$ cat src/hw/rtl/b1k_pkg.sv
// Shared types and constants for the base-1000 duration adder/subtractor.
// Used by every module of the block; depends on nothing else.
`timescale 1ns / 1ps

package b1k_pkg;

  localparam int DigitW   = 10;
  localparam int NumDigit = 4;

  localparam logic [DigitW:0] DigitMax  = 11'd999;
  localparam logic [DigitW:0] DigitBase = DigitMax + 11'd1;

  localparam int DigitMicro = 0;
  localparam int DigitMilli = 1;
  localparam int DigitSec   = 2;
  localparam int DigitKilo  = 3;

  typedef logic [DigitW-1:0] digit_t;

  typedef struct packed {
    logic ops_ok;
    logic less;
    logic equal;
    logic greater;
  } cmp_t;

  typedef struct packed {
    logic                       sub;
    cmp_t                       cmp;
    logic [NumDigit-1:0][DigitW-1:0] a;
    logic [NumDigit-1:0][DigitW-1:0] b;
    logic [NumDigit-1:0][DigitW-1:0] r;
    logic                       cy;
  } pipe_t;

endpackage

$ cat src/hw/rtl/base1000_duration_add_sub_compare.sv
// Top level of the base-1000 duration adder/subtractor and comparator.
// Depends on b1k_pkg, b1k_cmp and b1k_digit.
//
// Usage: an item is taken at a rising edge with start high and busy low.
// busy is always low, so an item may be offered in every cycle.
// The carry or borrow ripples through four pipeline stages, one digit per
// stage, from microseconds up to kiloseconds; the range check and the
// comparison are done in the first stage and travel with the item.
// out_valid is driven by the valid bit of the last stage register;
// throughput is one item per cycle, set
// by the one-digit adder in each stage.
// Each result stands on the out_ ports for exactly one cycle with out_valid
// high; the receiver cannot stall, so nothing is ever held back.
// A synchronous reset (rst_n low) clears the stage valid bits, so no result
// appears until new items arrive.
// If any operand digit is above 999 the result digits are A's and ok is low;
// a carry or borrow out of the kiloseconds digit also clears ok.
`timescale 1ns / 1ps

module base1000_duration_add_sub_compare (
  input  logic            clk,
  input  logic            rst_n,
  input  logic            start,
  output logic            busy,
  input  logic            in_action,
  input  b1k_pkg::digit_t in_a_kilo,
  input  b1k_pkg::digit_t in_a_sec,
  input  b1k_pkg::digit_t in_a_milli,
  input  b1k_pkg::digit_t in_a_micro,
  input  b1k_pkg::digit_t in_b_kilo,
  input  b1k_pkg::digit_t in_b_sec,
  input  b1k_pkg::digit_t in_b_milli,
  input  b1k_pkg::digit_t in_b_micro,
  output logic            out_valid,
  output b1k_pkg::digit_t out_r_kilo,
  output b1k_pkg::digit_t out_r_sec,
  output b1k_pkg::digit_t out_r_milli,
  output b1k_pkg::digit_t out_r_micro,
  output logic            out_ok,
  output logic            out_a_less,
  output logic            out_a_equal,
  output logic            out_a_greater
);
  import b1k_pkg::*;

  logic [NumDigit-1:0][DigitW-1:0] in_a;
  logic [NumDigit-1:0][DigitW-1:0] in_b;
  cmp_t                            in_cmp;
  pipe_t                           entry;
  logic                            accept;

  pipe_t                           stg_in   [NumDigit];
  pipe_t                           pipe_nxt [NumDigit];
  pipe_t                           pipe_r   [NumDigit];
  logic  [NumDigit-1:0]            vld_in;
  logic  [NumDigit-1:0]            vld_r;
  digit_t                          dig_r    [NumDigit];
  logic  [NumDigit-1:0]            dig_c;
  pipe_t                           last;

  assign busy   = 1'b0;
  assign accept = start && !busy;

  always_comb begin
    in_a[DigitKilo]  = in_a_kilo;
    in_a[DigitSec]   = in_a_sec;
    in_a[DigitMilli] = in_a_milli;
    in_a[DigitMicro] = in_a_micro;
    in_b[DigitKilo]  = in_b_kilo;
    in_b[DigitSec]   = in_b_sec;
    in_b[DigitMilli] = in_b_milli;
    in_b[DigitMicro] = in_b_micro;
  end

  b1k_cmp u_cmp (
    .a   (in_a),
    .b   (in_b),
    .cmp (in_cmp)
  );

  always_comb begin
    entry     = '0;
    entry.sub = in_action;
    entry.cmp = in_cmp;
    entry.a   = in_a;
    entry.b   = in_b;
    entry.cy  = 1'b0;
  end

  for (genvar i = 0; i < NumDigit; i++) begin : g_stage
    if (i == 0) begin : g_first
      assign stg_in[i] = entry;
      assign vld_in[i] = accept;
    end else begin : g_next
      assign stg_in[i] = pipe_r[i-1];
      assign vld_in[i] = vld_r[i-1];
    end

    b1k_digit u_digit (
      .sub  (stg_in[i].sub),
      .a    (stg_in[i].a[i]),
      .b    (stg_in[i].b[i]),
      .cin  (stg_in[i].cy),
      .r    (dig_r[i]),
      .cout (dig_c[i])
    );

    always_comb begin
      pipe_nxt[i]      = stg_in[i];
      pipe_nxt[i].r[i] = dig_r[i];
      pipe_nxt[i].cy   = dig_c[i];
    end

    always_ff @(posedge clk) begin
      if (!rst_n) begin
        vld_r[i] <= 1'b0;
      end else begin
        vld_r[i] <= vld_in[i];
      end
      pipe_r[i] <= pipe_nxt[i];
    end
  end

  assign last = pipe_r[NumDigit-1];

  always_comb begin
    out_valid     = vld_r[NumDigit-1];
    out_r_kilo    = last.cmp.ops_ok ? last.r[DigitKilo]  : last.a[DigitKilo];
    out_r_sec     = last.cmp.ops_ok ? last.r[DigitSec]   : last.a[DigitSec];
    out_r_milli   = last.cmp.ops_ok ? last.r[DigitMilli] : last.a[DigitMilli];
    out_r_micro   = last.cmp.ops_ok ? last.r[DigitMicro] : last.a[DigitMicro];
    out_ok        = last.cmp.ops_ok && !last.cy;
    out_a_less    = last.cmp.less;
    out_a_equal   = last.cmp.equal;
    out_a_greater = last.cmp.greater;
  end

endmodule

$ cat src/hw/rtl/b1k_digit.sv
// One base-1000 digit of the adder/subtractor, with carry or borrow in and out.
// Depends on b1k_pkg.
`timescale 1ns / 1ps

module b1k_digit (
  input  logic            sub,
  input  b1k_pkg::digit_t a,
  input  b1k_pkg::digit_t b,
  input  logic            cin,
  output b1k_pkg::digit_t r,
  output logic            cout
);
  import b1k_pkg::*;

  logic [DigitW:0] sum;
  logic [DigitW:0] sum_red;
  logic [DigitW:0] take;
  logic [DigitW:0] dif;
  logic            add_ovf;
  logic            borrow;

  always_comb begin
    sum     = {1'b0, a} + {1'b0, b} + {{DigitW{1'b0}}, cin};
    add_ovf = sum > DigitMax;
    sum_red = add_ovf ? (sum - DigitBase) : sum;
    take    = {1'b0, b} + {{DigitW{1'b0}}, cin};
    borrow  = {1'b0, a} < take;
    dif     = borrow ? ({1'b0, a} + DigitBase - take) : ({1'b0, a} - take);
    if (sub) begin
      r    = dif[DigitW-1:0];
      cout = borrow;
    end else begin
      r    = sum_red[DigitW-1:0];
      cout = add_ovf;
    end
  end

endmodule

$ cat src/hw/rtl/b1k_cmp.sv
// Operand range check and top-down digit comparison of A against B.
// Depends on b1k_pkg.
`timescale 1ns / 1ps

module b1k_cmp (
  input  logic [b1k_pkg::NumDigit-1:0][b1k_pkg::DigitW-1:0] a,
  input  logic [b1k_pkg::NumDigit-1:0][b1k_pkg::DigitW-1:0] b,
  output b1k_pkg::cmp_t                                    cmp
);
  import b1k_pkg::*;

  logic decided;

  always_comb begin
    cmp     = '0;
    decided = 1'b0;
    cmp.ops_ok = 1'b1;
    for (int i = 0; i < NumDigit; i++) begin
      if ({1'b0, a[i]} > DigitMax || {1'b0, b[i]} > DigitMax) begin
        cmp.ops_ok = 1'b0;
      end
    end
    for (int i = NumDigit - 1; i >= 0; i--) begin
      if (!decided && a[i] != b[i]) begin
        cmp.less    = a[i] < b[i];
        cmp.greater = !(a[i] < b[i]);
        decided     = 1'b1;
      end
    end
    cmp.equal = !decided;
  end

endmodule
$ cat config.mk
export PLATFORM = sky130hd
export DESIGN_NAME = base1000_duration_add_sub_compare
export DESIGN_NICKNAME = d
export VERILOG_FILES = /design/src/hw/rtl/b1k_pkg.sv /design/src/hw/rtl/base1000_duration_add_sub_compare.sv /design/src/hw/rtl/b1k_digit.sv /design/src/hw/rtl/b1k_cmp.sv
export SDC_FILE = /design/constraint.sdc
export NUM_CORES = 1
export LEC_CHECK = 0
export ABC_CLOCK_PERIOD_IN_PS = 3700
export BUFFER_PORTS_ARGS = -buffer_cell sky130_fd_sc_hd__buf_2
export CAP_MARGIN = 20
export CORE_MARGIN = 2
export CORE_UTILIZATION = 42
export CTS_CLUSTER_DIAMETER = 60
export DETAILED_ROUTE_END_ITERATION = 10
export PLACE_DENSITY_LB_ADDON = 0.3
export REMOVE_ABC_BUFFERS = 1
export SYNTH_ARGS = -nofsm -noshare
export SYNTH_HDL_FRONTEND = slang
export SYNTH_SLANG_ARGS = --single-unit
$ cat constraint.sdc
create_clock -name clk -period 3.7 [get_ports clk]
set_input_delay 1.11 -clock clk [delete_from_list [all_inputs] [get_ports clk]]
set_output_delay 1.11 -clock clk [all_outputs]
set_load 0.05 [all_outputs]
## Word-level counts from Yosys, hierarchy flattened

Memory sizes are Yosys's and may differ from the RTL's.
Index checks and enable logic that the tools add are counted.

- Bits in writable memories: 504
- Logic and storage cells: 108
- Register bits: 4
- Memories kept: 1
- Output and inout port bits: 46

Memories:

| name | depth | bits a word | read ports | clocked after memory_dff | wr ports | RTL line | text |
|---|---|---|---|---|---|---|---|
| pipe_r | 4 | 126 | 4 | 0 | 4 | base1000_duration_add_sub_compare.sv:54 | `pipe_t pipe_r [NumDigit];` |

- Eq/ne operators: 4
- Magnitude comparators: 20
- Reduce and logical (&&, ||, !) cells: 17
- Muxes and demuxes: 36
- $add $sub $neg: 26

Operators with widths:

| cell | count |
|---|---|
| 10-bit 2-to-1 mux | 16 |
| 10-bit greater-than comparator (second input constant) | 8 |
| 10-bit subtractor | 8 |
| 10-bit less-than comparator | 5 |
| 10-bit by 10-bit adder with 11-bit output | 4 |
| 11-bit by 10-bit greater-than comparator with 1-bit output (second input constant) | 4 |
| 10-bit adder (second input constant) | 4 |
| 10-bit inequality test | 4 |
| 10-bit subtractor (second input constant) | 4 |
| 10-bit by 1-bit adder with 11-bit output | 3 |
| 11-bit by 1-bit adder with 11-bit output | 3 |
| 10-bit by 11-bit less-than comparator with 1-bit output | 3 |
| 1-bit 2-to-1 mux | 20 |
| 1-bit logical NOT | 9 |
| 1-bit logical AND | 4 |
| 1-bit logical OR | 4 |

## Logic depth before layout (Yosys ltp)

Gate-level depths: netlist of the first run.

- Depth in word-level cells: 12
- Depth in mapped cells: 17
- Depth with buffers taken out: 16

## Hierarchy

From an unflattened synthesis of the first run, not the netlist that was laid out.

- Cell total of the unflattened synthesis: 1,719
- Area total of the unflattened synthesis: 17,171.5 um^2

Modules (own cells, without submodules):

| module | area an instance (um^2) | cells each | instances |
|---|---|---|---|
| base1000_duration_add_sub_compare | 7,677.4 | 399 | 1 |
| b1k_digit (g_stage[1].u_digit ...) | 1,911.8 | 259 | 2 |
| b1k_digit (g_stage[2].u_digit) | 2,306.0 | 322 | 1 |
| b1k_digit (g_stage[0].u_digit) | 2,153.3 | 307 | 1 |
| b1k_cmp | 1,211.2 | 173 | 1 |

## Worst setup path after synthesis of the first run

OpenSTA, ideal clock, no wires.

- Path kind: input port to flip-flop
- From: in in_b_micro[2]
- To: mem pipe_r[0][5] (netlist bit)
- Setup slack: 47 ps
- Arrival time: 3,586 ps
- Setup time: 67 ps
- Buffers on the path: 1
- Required time: 3,633 ps
- Stages on the path: 13
- Cells stage by stage: inv_1 ha_1 buf_2 nand2b_1 a21oi_2 nor2_1 xnor2_1 ha_1 nand2_1 a32o_1 o41a_4 mux2_4 o21ai_2

RTL lines:

| what | RTL line | text |
|---|---|---|
| from (decl) | base1000_duration_add_sub_compare.sv:33 | `input b1k_pkg::digit_t in_b_micro,` |
| to (decl) | base1000_duration_add_sub_compare.sv:54 |  |

==> results.cfg, run 1 <==
[synth]
ys_warn_count = 0
synth_edf_count = 0
ys_types = 86
synth_common_cells = 347 x dfxtp_1, 183 x inv_1, 173 x ha_1
synth_area_mm2 = 0.0159
ys_async_sr_fraction = 0
synth-seq-cells = 347
synth_top_area_share = 0.436
synth_top_area_cell = dfxtp_1
synthFlopType = dfxtp_1
ys_seq_area_frac = 0.436
synth_area_leaders = dfxtp_1 44%, ha_1 14%, inv_1 4.3%
synth.most_common_cell = dfxtp_1
syn_area_per_cell_um2 = 10.1
synth_cells = 1570

[setup_path]
r2r_end = pipe_r[1][16]
cp_slowest_cell = dfxtp_1
path_cells = ha_1, ha_2, nand2_1, nor2_2, xor2_1, ha_1, a21o_1, a21oi_1, o31a_1, a31oi_2, a41oi_1, buf_12, o21ai_0, a22oi_1
ff2ff_setup_slack_ns = 0.26
path_common_cell = ha_1
r2r_start = pipe_r[0][0]
path_class = reg -> reg
critPathCaptureType = flip-flop
worst_setup_path_start_kind = flip-flop
cp.arrival_ns = 3.86
rr_worst_depth = 14
path_max_fanout = 14
max_stage_delay_ns = 0.41
cp.required_ns = 4.13

[place]
hpwlAfterDp_um = 27600
place_area_mm2 = 0.0174
dp.cells = 2226
gp_congestion = 0.898
numPortBuffers = 128
pre_cts_ws_ns = -0.0593

[detailed_routing]
wl_per_cell_um = 15.3
antenna_left = 0
drt_first_iter_violations = 503
drc = 0
wirelength_um = 35000
vias_per_cell = 4.89
vias = 11200
dr.pass1.iters = 6

[grt]
grt_pass1_wl_um = 56800
grt_max_degree = 29
antenna_found_initial = 0
grt_overflow_total = 0
grt_usage = 0.183
grt_pass1_vias = 11400

[cells_and_area]
final_cells = 2288
syn_to_final_growth_pct = 17.4
final_cell_area_mm2 = 0.0187
drive_above_1_share = 0.184
insertedDiodeCount = 0
finalNetCount = 2039

[die]
dieWidth_um = 199
dieArea_mm2 = 0.0395
rows = 71
start_util = 0.425
die_h_um = 199
core_area_mm2 = 0.0375
boundaryPins = 130

[timing]
slew_headroom = 0.442
timing.final.ws_setup_ns = 0.265
slew_viol_final = 0
clock.fmax_ghz = 0.291
clock_skew_ns = 0.0106
fin_crit_ns = 3.44
hold_viol_final = 0
hold_ws_ns = 0.314
rsz0062_at_grt = no
min_period_over_period = 0.928
tightestPinTransition_ns = 0.835
final-setup-viol-count = 0

[worst_hold_path]
whs_endpoint = pipe_r[1][10]
worstHoldStart = pipe_r[0][10]
hold_depth = 0
hold_path.class = reg -> reg

[cts]
cts_tree = yes
hold_buffers = 0
htree_num_levels = 2
clk_latency_ns = 0.54
cts-root-buf = clkbuf_16
cts_buffers = 37
cts.clk_slew.worst_paths_ns = 0.06
clock_path_buffers = 3
cts.sinks = 347

[status]
status = finished clean

[flow_run]
maxCapViolations = 0

[power_and_ir_drop]
leakage_nw = 8.62
ir_drop_mv = 0.503
cellPowerDensity_mw_per_mm2 = 581
## layout make-up
cell class                 count  area [µm²]
clock inverter                18         238
fill                        3538       18800
clock buffer                  43         988
tap                          511         639
inverter                     185         694
timing repair buffer         175        1020
sequential                   347        6950
multi-input combinational   1009        8160
## report_power, final
part	total (mW)	switching (mW)	internal [mW]
Combinational	2.76	1.68	1.08
Sequential	4.37	0.162	4.21
Clock	3.73	1.47	2.26
Total	10.9	3.31	7.55
## metal layers
| metal | wire (µm) | vias to the layer above | track usage |
|---|---|---|---|
| li1 | - | 5698 | - |
| met1 | 16000 | 5220 | 0.229 |
| met2 | 16600 | 207 | 0.313 |
| met3 | 1440 | 72 | 0.0319 |
| met4 | 1020 | 0 | 0.0716 |
| met5 | 0 | - | 0 |
## flip-flops by register name, indices dropped and copies added, names as in the netlist
name and flops:
out_valid 1, pipe_r 343, vld_in 3
## placed cells by master, fill, tap and decap left out, types with 8 or more instances in the layout
| cell type | n |
|---|---|
| nor2b_1 | 28 |
| clkbuf_16 | 37 |
| o211ai_1 | 20 |
| mux2i_1 | 14 |
| a31oi_1 | 8 |
| nor2_1 | 71 |
| o31a_1 | 8 |
| and2_1 | 9 |
| o21ai_1 | 12 |
| and3_1 | 16 |
| or3_1 | 10 |
| mux2_2 | 42 |
| xor2_1 | 39 |
| nand4_1 | 17 |
| buf_2 | 128 |
| o21a_1 | 32 |
| dfxtp_1 | 346 |
| buf_4 | 45 |
| inv_1 | 183 |
| o21ai_0 | 68 |
| fa_1 | 27 |
| o21bai_1 | 9 |
| ha_1 | 171 |
| a21o_1 | 20 |
| nand2_1 | 65 |
| a21oi_1 | 74 |
| nor3_1 | 29 |
| xnor2_1 | 67 |
| nand2b_1 | 10 |
| nand3_1 | 28 |
## logic make-up after synthesis
kind of cell,share of synthesized area
compound gates,0.132
xor+xnor,0.0594
fa+ha+maj,0.170
buf+inv,0.0554
flops,0.436
mux,0.0395
other cells,0.000236
simple gates,0.107
## through the flow
stage / util / power [mW] / TNS [ns]
after global routing: 0.499 / 11.5 / 0
after detailed placement: 0.464 / 7.19 / -0.192
after global placement: 0.464 / 7.14 / -0.00909
final: 0.499 / 10.9 / 0
after CTS: 0.496 / 11.0 / 0
after floorplan: - / 6.44 / 0
## worst max path at each step
stage,slack (ns),endpoint,cells past startpoint,from
3_5_place_dp,-0.06,pipe_r[0][8],12,in_a_micro[0]
6_report,0.26,pipe_r[1][16],14,pipe_r[0][0]
3_3_place_gp,-0.005,pipe_r[0][8],14,in_a_micro[0]
2_1_floorplan,0.08,pipe_r[0][5],10,in_a_micro[5]
4_1_cts,0.05,pipe_r[1][18],14,pipe_r[0][0]
5_1_grt,0.003,pipe_r[1][15],15,pipe_r[0][0]
## worst max-delay path, delay by kind of cell (launching register included)
| family | cells | cell delay (ns) |
|---|---|---|
| fa+ha+maj | 3 | 0.77 |
| compound gates | 7 | 1.45 |
| simple gates | 2 | 0.28 |
| flops | 1 | 0.41 |
| xor+xnor | 1 | 0.22 |
| buf+inv | 1 | 0.19 |
## what timing repair did
| item | CTS | global route |
|---|---|---|
| pin swaps | 0 | 1 |
| setup buffers | 0 | 1 |
| endpoints found under the hold margin | 0 | 0 |
| resized for setup | 1 | 18 |
| cloned | 0 | 0 |
| endpoints found under the setup margin | 2 | 24 |
No activity file was read; power rests on OpenSTA's default activity.
==> inputs of run 2 (changes only) <==
--- a/config.mk
+++ b/config.mk
@@ -7,9 +7,9 @@
 export LEC_CHECK = 0
 export ABC_CLOCK_PERIOD_IN_PS = 3700
 export BUFFER_PORTS_ARGS = -buffer_cell sky130_fd_sc_hd__buf_2
-export CAP_MARGIN = 20
+export CAP_MARGIN = 5
 export CORE_MARGIN = 2
-export CORE_UTILIZATION = 42
+export CORE_UTILIZATION = 49
 export CTS_CLUSTER_DIAMETER = 60
 export DETAILED_ROUTE_END_ITERATION = 10
 export PLACE_DENSITY_LB_ADDON = 0.3
==> results.cfg, run 2 (synthesis gave the netlist of run 1 again) <==
[grt]
antenna_found_initial = 0
grt_pass1_wl_um = 54000
grt_usage = 0.198
grt_pass1_vias = 11100
grt_max_degree = 22
grt_overflow_total = 0

[cells_and_area]
finalNetCount = 2037
insertedDiodeCount = 0
syn_to_final_growth_pct = 16.9
largest_reg_flops = 343
mostFrequentLayoutCell = dfxtp_1
top_register = pipe_r
final_cells = 2215
layout_common_cells = 346 x dfxtp_1, 183 x inv_1, 171 x ha_1
drive_above_1_share = 0.184

[detailed_routing]
vias_per_cell = 5.04
drt_first_iter_violations = 536
vias = 11200
antenna_left = 0
wl_per_cell_um = 14.9
wirelength_um = 33000
drc = 0
dr.pass1.iters = 6

[setup_path]
cp.arrival_ns = 3.88
critPathTopFamily = adder cells
path_max_fanout = 5
critPathCaptureType = flip-flop
cp_slowest_cell = o41a_1
cp.required_ns = 4.06
cp_num_buf_inv = 2
path_cells = inv_1, fa_1, fa_1, nor2b_1, o21ai_0, a21o_1, ha_1, a32o_1, o41a_1, buf_4, mux2i_1, nor2_1, a21oi_1
path_common_cell = fa_1
path_class = reg -> reg
max_stage_delay_ns = 0.52
worst_setup_path_start_kind = flip-flop

[timing]
fin_crit_ns = 3.53
slew_viol_final = 0
tightestPinTransition_ns = 0.763
rsz0062_at_grt = yes
min_period_over_period = 0.953
final-setup-viol-count = 0
hold_viol_final = 0
hold_ws_ns = 0.317
slew_headroom = 0.490
clock_skew_ns = 0.0159
clock.fmax_ghz = 0.284
setup_tns_ns = 0

[cts]
cts_buffers = 37
cts.sinks = 347
htree_num_levels = 2
cts_tree = yes
cts-root-buf = clkbuf_16
clock_path_buffers = 3
clk_latency_ns = 0.52
cts.clk_slew.worst_paths_ns = 0.06

[die]
die_h_um = 184
dieWidth_um = 184
rows = 65
start_util = 0.500
core_area_mm2 = 0.0318
dieArea_mm2 = 0.0339
boundaryPins = 130

[place]
numPortBuffers = 128
dp.cells = 2148
hpwlAfterDp_um = 26300
gp_congestion = 0.935

[power_and_ir_drop]
leakage_nw = 8.63
ir_drop_mv = 0.392
cellPowerDensity_mw_per_mm2 = 582

[worst_hold_path]
hold_path.class = reg -> reg

[flow_run]
maxCapViolations = 0

[status]
status = finished clean
run 2: cell types whose count changed in the layout (fill, tap and decap cells not counted), moves of 2 or more:
cell	before	now
a21oi_1	74	76
clkbuf_1	2	0
bufinv_16	5	3
clkbuf_16	37	39
clkinv_4	0	4
run 2: worst paths after layout:
path / end / cells after the start / startpoint / slack (ns)
max reg2reg: pipe_r[3][35] / 13 / pipe_r[2][0] / 0.17
max: pipe_r[3][35] / 13 / pipe_r[2][0] / 0.17
min reg2reg: pipe_r[3][97] / 0 / pipe_r[2][97] / 0.32
min: pipe_r[3][97] / 0 / pipe_r[2][97] / 0.32
run 2: worst reg2reg max path, cell delays in order (launching register included):
cell and delay, ns:
dfxtp_1 0.35, inv_1 0.07, fa_1 0.47, fa_1 0.43, nor2b_1 0.17, o21ai_0 0.10, a21o_1 0.22, ha_1 0.28
a32o_1 0.27, o41a_1 0.52, buf_4 0.20, mux2i_1 0.11, nor2_1 0.13, a21oi_1 0.06
run 2: per-layer routing:
layer / vias up / share of wire / global-route usage
li1: 5712 / - / -
met1: 5152 / 0.47 / 0.253
met2: 240 / 0.47 / 0.344
met3: 67 / 0.040 / 0.0279
met4: 0 / 0.026 / 0.0630
met5: - / 0 / 0
run 2: repair_timing:
item	in CTS	in global routing
resized for setup	0	13
hold endpoints to repair	0	0
buffers inserted	0	1
endpoints found under the setup margin	0	14
hold buffers	0	0
run 2: metrics by stage:
stage	total power [mW]	instance area, µm²	utilization	setup slack (ns)
6_report	10.8	18600	0.585	0.173
5_1_grt	11.4	18600	0.585	-0.0676
4_1_cts	10.9	18500	0.583	0.0644
3_5_place_dp	7.16	17300	0.543	-0.0543
3_3_place_gp	7.10	17300	0.543	0.0144
2_1_floorplan	6.44	15700	-	0.0759
run 2: area by class of cell:
type	count	area [µm²]
timing repair buffer	173	991
sequential	347	6950
fill	2692	13200
inverter	185	694
clock buffer	44	1040
multi-input combinational	1009	8150
clock inverter	22	236
tap	435	544
run 2: power breakdown:
group          internal [mW]  switching, mW
combinational           1.07           1.67
sequential              4.21          0.158
clock                   2.25           1.48
total                   7.54           3.30
==> inputs of run 3 (changes only) <==
--- a/config.mk
+++ b/config.mk
@@ -8,7 +8,6 @@
 export ABC_CLOCK_PERIOD_IN_PS = 3700
 export BUFFER_PORTS_ARGS = -buffer_cell sky130_fd_sc_hd__buf_2
 export CAP_MARGIN = 5
-export CORE_MARGIN = 2
 export CORE_UTILIZATION = 49
 export CTS_CLUSTER_DIAMETER = 60
 export DETAILED_ROUTE_END_ITERATION = 10
==> results.cfg, run 3 (synthesis gave the netlist of run 1 again) <==
[timing]
slew_viol_final = 0
min_period_over_period = 0.949
hold_ws_ns = 0.315
clock.fmax_ghz = 0.285
final-setup-viol-count = 0
rsz0062_at_grt = yes
clock_skew_ns = 0.0210
slew_headroom = 0.481
setup_tns_ns = 0
tightestPinTransition_ns = 0.778
timing.final.ws_setup_ns = 0.190
fin_crit_ns = 3.51
hold_viol_final = 0

[setup_path]
cp.arrival_ns = 3.92
path_class = reg -> reg
cp.required_ns = 4.11
path_depth = 13
cp_slowest_cell = fa_1
ff2ff_setup_slack_ns = 0.19
critPathTopFamily = adder cells
r2r_end = pipe_r[2][25]
r2r_start = pipe_r[1][0]
critPathCaptureType = flip-flop
setup.worst_path.start = pipe_r[1][0]
crit_end = pipe_r[2][25]
path_cells = inv_1, fa_1, fa_1, nor2b_1, o21a_1, nor3_1, or2_2, ha_1, a22oi_1, nand4_1, nor2_1, nor3_1, a221oi_1
rr_worst_depth = 13
path_max_fanout = 4
max_stage_delay_ns = 0.46
cp_num_buf_inv = 1
worst_setup_path_start_kind = flip-flop

[detailed_routing]
vias_per_cell = 5.15
dr.pass1.iters = 5
vias = 11200
wirelength_um = 33300
drc = 0
antenna_left = 0
drt_first_iter_violations = 613
wl_per_cell_um = 15.3

[cells_and_area]
n_fill_cell = 2742
mostFrequentLayoutCell = dfxtp_1
layout_common_cells = 346 x dfxtp_1, 183 x inv_1, 171 x ha_1
insertedDiodeCount = 0
final_util = 0.582
largest_reg_flops = 343
top_register = pipe_r
drive_above_1_share = 0.180
final_cell_area_mm2 = 0.0185
final_cells = 2181
finalNetCount = 2043
syn_to_final_growth_pct = 16.0

[place]
hpwlAfterDp_um = 26700
dp.cells = 2121
pre_cts_ws_ns = -0.0879
gp_congestion = 0.904
place_area_mm2 = 0.0172
numPortBuffers = 128

[cts]
cts.clk_slew.worst_paths_ns = 0.07
cts-root-buf = clkbuf_16
cts.sinks = 347
cts_buffers = 36
htree_num_levels = 2
clk_latency_ns = 0.52
cts_tree = yes
clock_path_buffers = 3

[die]
rows = 65
dieWidth_um = 182
die_h_um = 182
dieArea_mm2 = 0.0332
start_util = 0.502
core_area_mm2 = 0.0317
boundaryPins = 130

[status]
status = finished clean

[power_and_ir_drop]
power_mw = 10.6
leakage_nw = 8.58
ir_drop_mv = 0.496
cellPowerDensity_mw_per_mm2 = 572

[grt]
grt_usage = 0.204
grt_max_degree = 22
grt_pass1_wl_um = 54200
grt_overflow_total = 0
antenna_found_initial = 0
grt_pass1_vias = 11000

[flow_run]
maxCapViolations = 0

[worst_hold_path]
hold_path.class = reg -> reg
[run 3: changes by cell type in the layout (fill, tap and decap cells not counted), sizes merged]
cell / previous run / this run
buf: 173 / 180
bufinv: 3 / 2
clkbuf: 44 / 43
clkinv: 12 / 4
inv: 189 / 191
[run 3: layout make-up]
type | instances | area (µm²) | area share
clock inverter | 15 | 165 | 0.00895
tap | 402 | 503 | 0.0272
clock buffer | 43 | 978 | 0.0530
inverter | 185 | 694 | 0.0376
timing repair buffer | 180 | 1030 | 0.0558
sequential | 347 | 6950 | 0.376
multi-input combinational | 1009 | 8140 | 0.441
[run 3: power breakdown]
group          internal (mW)  switching [mW]  total, mW
Combinational           1.08            1.67       2.74
Clock                   2.04            1.40       3.44
Sequential              4.21           0.161       4.37
[run 3: how the worst min path moves through the flow]
| stage | start | end | slack, ns | cells past startpoint |
|---|---|---|---|---|
| 2_1_floorplan | pipe_r[0][101] | pipe_r[1][101] | 0.31 | 0 |
| 3_3_place_gp | pipe_r[1][118] | pipe_r[2][118] | 0.31 | 0 |
| 3_5_place_dp | pipe_r[0][102] | pipe_r[1][102] | 0.31 | 0 |
| 4_1_cts | pipe_r[2][94] | pipe_r[3][94] | 0.31 | 0 |
| 5_1_grt | pipe_r[2][14] | pipe_r[3][14] | 0.31 | 0 |
| 6_report | pipe_r[2][94] | pipe_r[3][94] | 0.31 | 0 |
[run 3: layer usage]
metal,global-route usage,routed length [µm],up-vias,share of wire
met2,0.350,15800,229,0.47
met4,0.0602,770,0,0.023
met3,0.0323,1390,60,0.042
met1,0.263,15300,5236,0.46
met5,0,0,-,0
li1,-,-,5707,-
[run 3: timing repair]
| item | in CTS | in global routing |
|---|---|---|
| hold buffers | 0 | 0 |
| resized for setup | 0 | 12 |
| endpoints found under the setup margin | 0 | 13 |
| buffers inserted | 0 | 2 |
